**src/sv/wrws_ram.sv**
```systemverilog
// Generic single-port-write, single-read synchronous RAM with registered read data.
// Depends on nothing.
module wrws_ram #(
   parameter int WIDTH = 8,
   parameter int DEPTH = 16
) (
   input  logic                     clock,
   input  logic                     wr_en,
   input  logic [$clog2(DEPTH)-1:0] wr_addr,
   input  logic [WIDTH-1:0]         wr_data,
   input  logic [$clog2(DEPTH)-1:0] rd_addr,
   output logic [WIDTH-1:0]         rd_data
);
   logic [WIDTH-1:0] mem_ff [DEPTH];

   // Write port and registered read port.
   always_ff @(posedge clock) begin
      if (wr_en) begin
         mem_ff[wr_addr] <= wr_data;
      end
      rd_data <= mem_ff[rd_addr];
   end
endmodule

```
**config.mk**
```make
export PLATFORM = sky130hd
export DESIGN_NAME = wrws_ram
export DESIGN_NICKNAME = d
export VERILOG_FILES = /design/src/sv/wrws_ram.sv
export SDC_FILE = /design/constraint.sdc
export NUM_CORES = 1
export LEC_CHECK = 0
export CORE_UTILIZATION = 33
export CTS_CLUSTER_SIZE = 30
export DETAILED_ROUTE_END_ITERATION = 12
export DONT_BUFFER_PORTS = 1
export MAX_ROUTING_LAYER = met4
export PLACE_DENSITY = 0.46
export SETUP_SLACK_MARGIN = 0.2
export SYNTH_ARGS = -nofsm -noshare
export SYNTH_HDL_FRONTEND = slang
export SYNTH_SLANG_ARGS = --single-unit
```
**constraint.sdc**
```tcl
create_clock -name clock -period 2.93 [get_ports clock]
set_input_delay 0.293 -clock clock [delete_from_list [all_inputs] [get_ports clock]]
set_output_delay 0.293 -clock clock [all_outputs]
set_load 0.005 [all_outputs]
```
==> flow_metrics.env <==
export IMPL_vias=2314
export IMPL_stdcell_area_um2=5970
export IMPL_drc_errors=0
export IMPL_grt_pass1_wl_um=16100
export IMPL_dieArea_um2=16100
export IMPL_synthesis_area_um2=5150
export IMPL_antenna_found_initial=0
export IMPL_timing_setup_tns_ns=0
export IMPL_die_x_um=127
export IMPL_synth_top_area_cell="edfxtp_1"
export IMPL_max_freq_mhz=689
export IMPL_grt_pass1_vias=2401
export IMPL_fin_crit_sh=0.495
export IMPL_synth_net_count=247
export IMPL_cp_required_ns=3.20
export IMPL_cp_arrival_ns=1.72
export IMPL_syn_mean_instance_area_um2=22.5
export IMPL_wl_um=10700
export IMPL_synth_common_cells="edfxtp_1, mux4_2, a22oi_1"
export IMPL_power_leakage_nw=1.92
export IMPL_cts_resized=0
export IMPL_overflow=0
export IMPL_wire_per_inst_um=23.7
export IMPL_dp_hpwl_um=6640
export IMPL_vdd_drop_max_mv=0.399
export IMPL_cts_root_buf="clkbuf_16"
export IMPL_cp_start_kind="flip-flop"
export IMPL_cts_sinks=136
export IMPL_cts_htree_levels=4
export IMPL_status="finished clean"
export IMPL_n_antenna_cell=0
export IMPL_rows=45
export IMPL_hold_class="in -> reg"
export IMPL_max_cap_violations=0
export IMPL_synth_seq_area_share=0.778
export IMPL_final_max_slew_viol_count=0
export IMPL_drt_iter0_markers=108
export IMPL_critPathKind="reg -> reg"
export IMPL_worst_slew_pin_slew_ns=0.833
export IMPL_gp_congestion=0.670
export IMPL_fin_skew_ns=0.00853
export IMPL_holdWs_ns=0.194
export IMPL_relSlewSlack=0.443
export IMPL_pin_count=26
export IMPL_cts_tree="built"
export IMPL_yosys_top_cells_area="edfxtp_1, mux4_2, mux4_1"
export IMPL_pre_cts_ws_ns=1.11
export IMPL_cp_end_kind="flip-flop"
export IMPL_finalCriticalPeriod_ns=1.45
export IMPL_viasPerCell=5.11
export IMPL_setup_slack_ns=1.48
export IMPL_yosysWarnings=0
export IMPL_first_pass_iters=5
export IMPL_synth_cells=229
export IMPL_ys_ff_latch=136
export IMPL_port_buffers=0
export IMPL_synthDistinctLibCells=19
export IMPL_finalHoldViolations=0
export IMPL_clk_latency_ns=0.41
export IMPL_cts_buffer_depth=2
export IMPL_area_growth_pct=15.9
export IMPL_path_max_fanout=1
export IMPL_placed_area_um2=5350
export IMPL_nets=271
export IMPL_fp_coreArea_um2=15200
export IMPL_power_w=0.00427
export IMPL_numCtsBuffers=17
export IMPL_synth_edf_count=128
export IMPL_rsz0062_at_grt="false"
export IMPL_start_util=0.339
export IMPL_yosys_cell_count_top_type="edfxtp_1"
export IMPL_setup_viol=0
export IMPL_drive_above_1_share=0.204
export IMPL_p_per_area_nw_per_um2=715
export IMPL_clk_pin_slew_worst_paths_ns=0.06
export IMPL_die_h_um=127
export IMPL_synth_async_reset_ratio=0
export IMPL_grt_max_degree=33
export IMPL_yosysTopAreaCellShare=0.747
export IMPL_ant_nets=0
export IMPL_track_usage=0.151
export IMPL_dominantRegCellSynth="edfxtp_1"
## worst paths after layout
kind	from	endpoint	slack, ns	depth (start not counted)
setup / recovery	mem_ff[9][2]$_DFFE_PP_	rd_data[2]$_DFF_P_	1.48	3
hold reg to reg	mem_ff[15][5]$_DFFE_PP_	rd_data[5]$_DFF_P_	0.69	3
setup reg to reg	mem_ff[9][2]$_DFFE_PP_	rd_data[2]$_DFF_P_	1.48	3
hold / removal	rd_addr[1]	rd_data[1]$_DFF_P_	0.19	3
## layout by cell type, fill, tap and decap left out, drive strengths merged
cell type	n
nand3	1
nor3	4
dfxtp	8
dlygate4sd3	8
and2	1
bufinv	1
nor2	13
or3b	1
and2b	1
clkinv	8
nor2b	1
nand2b	2
clkinvlp	3
buf	7
nand2	9
mux4	32
nand3b	2
clkbuf	19
a22oi	16
edfxtp	128
## cell type report
cell class / count / area (um2)
Sequential cell: 136 / 4000
Clock inverter: 12 / 106
Tap cell: 188 / 235
Timing Repair Buffer: 15 / 133
Multi-Input combinational cell: 83 / 1060
Clock buffer: 19 / 433
Fill cell: 1382 / 9230
## timing repair
action / in CTS / in global routing
hold buffers: 8 / 0
endpoints found under the hold margin: 128 / 0
setup buffers: 0 / 0
## registers in the layout (all words and copies together), names as in the netlist
register,count
mem_ff,128
rd_data,8
## metrics by stage
| step | instances | utilization |
|---|---|---|
| global route | 453 | 0.393 |
| CTS | 453 | 0.393 |
| finish | 453 | 0.393 |
| global placement | 414 | 0.352 |
| floorplan | 229 | - |
| detailed placement | 414 | 0.352 |
## per-layer routing
metal,vias to the layer above,global-route usage,wire [um]
met5,-,-,0
met4,0,0.0504,85
met1,1216,0.210,5290
met2,63,0.209,4760
li1,1026,-,-
met3,9,0.0472,603
## cell families after synthesis
family,Yosys count,synth area share
AO/OA/AOI/OAI,16,0.0233
buffers and inverters,10,0.0168
flip-flops,136,0.778
multiplexers,32,0.150
AND/OR/NAND/NOR,35,0.0318
## critical path: stages (launching register included)
cell,delay [ns]
edfxtp_1,0.34
mux4_1,0.56
a22oi_1,0.26
nand2_1,0.14
## power by group
part / internal, W / switching [W]
combinational: 0.0000705 / 0.0000872
sequential: 0.00218 / 0.0000143
clock: 0.00116 / 0.000763
No activity file was read; power rests on OpenSTA's default activity.
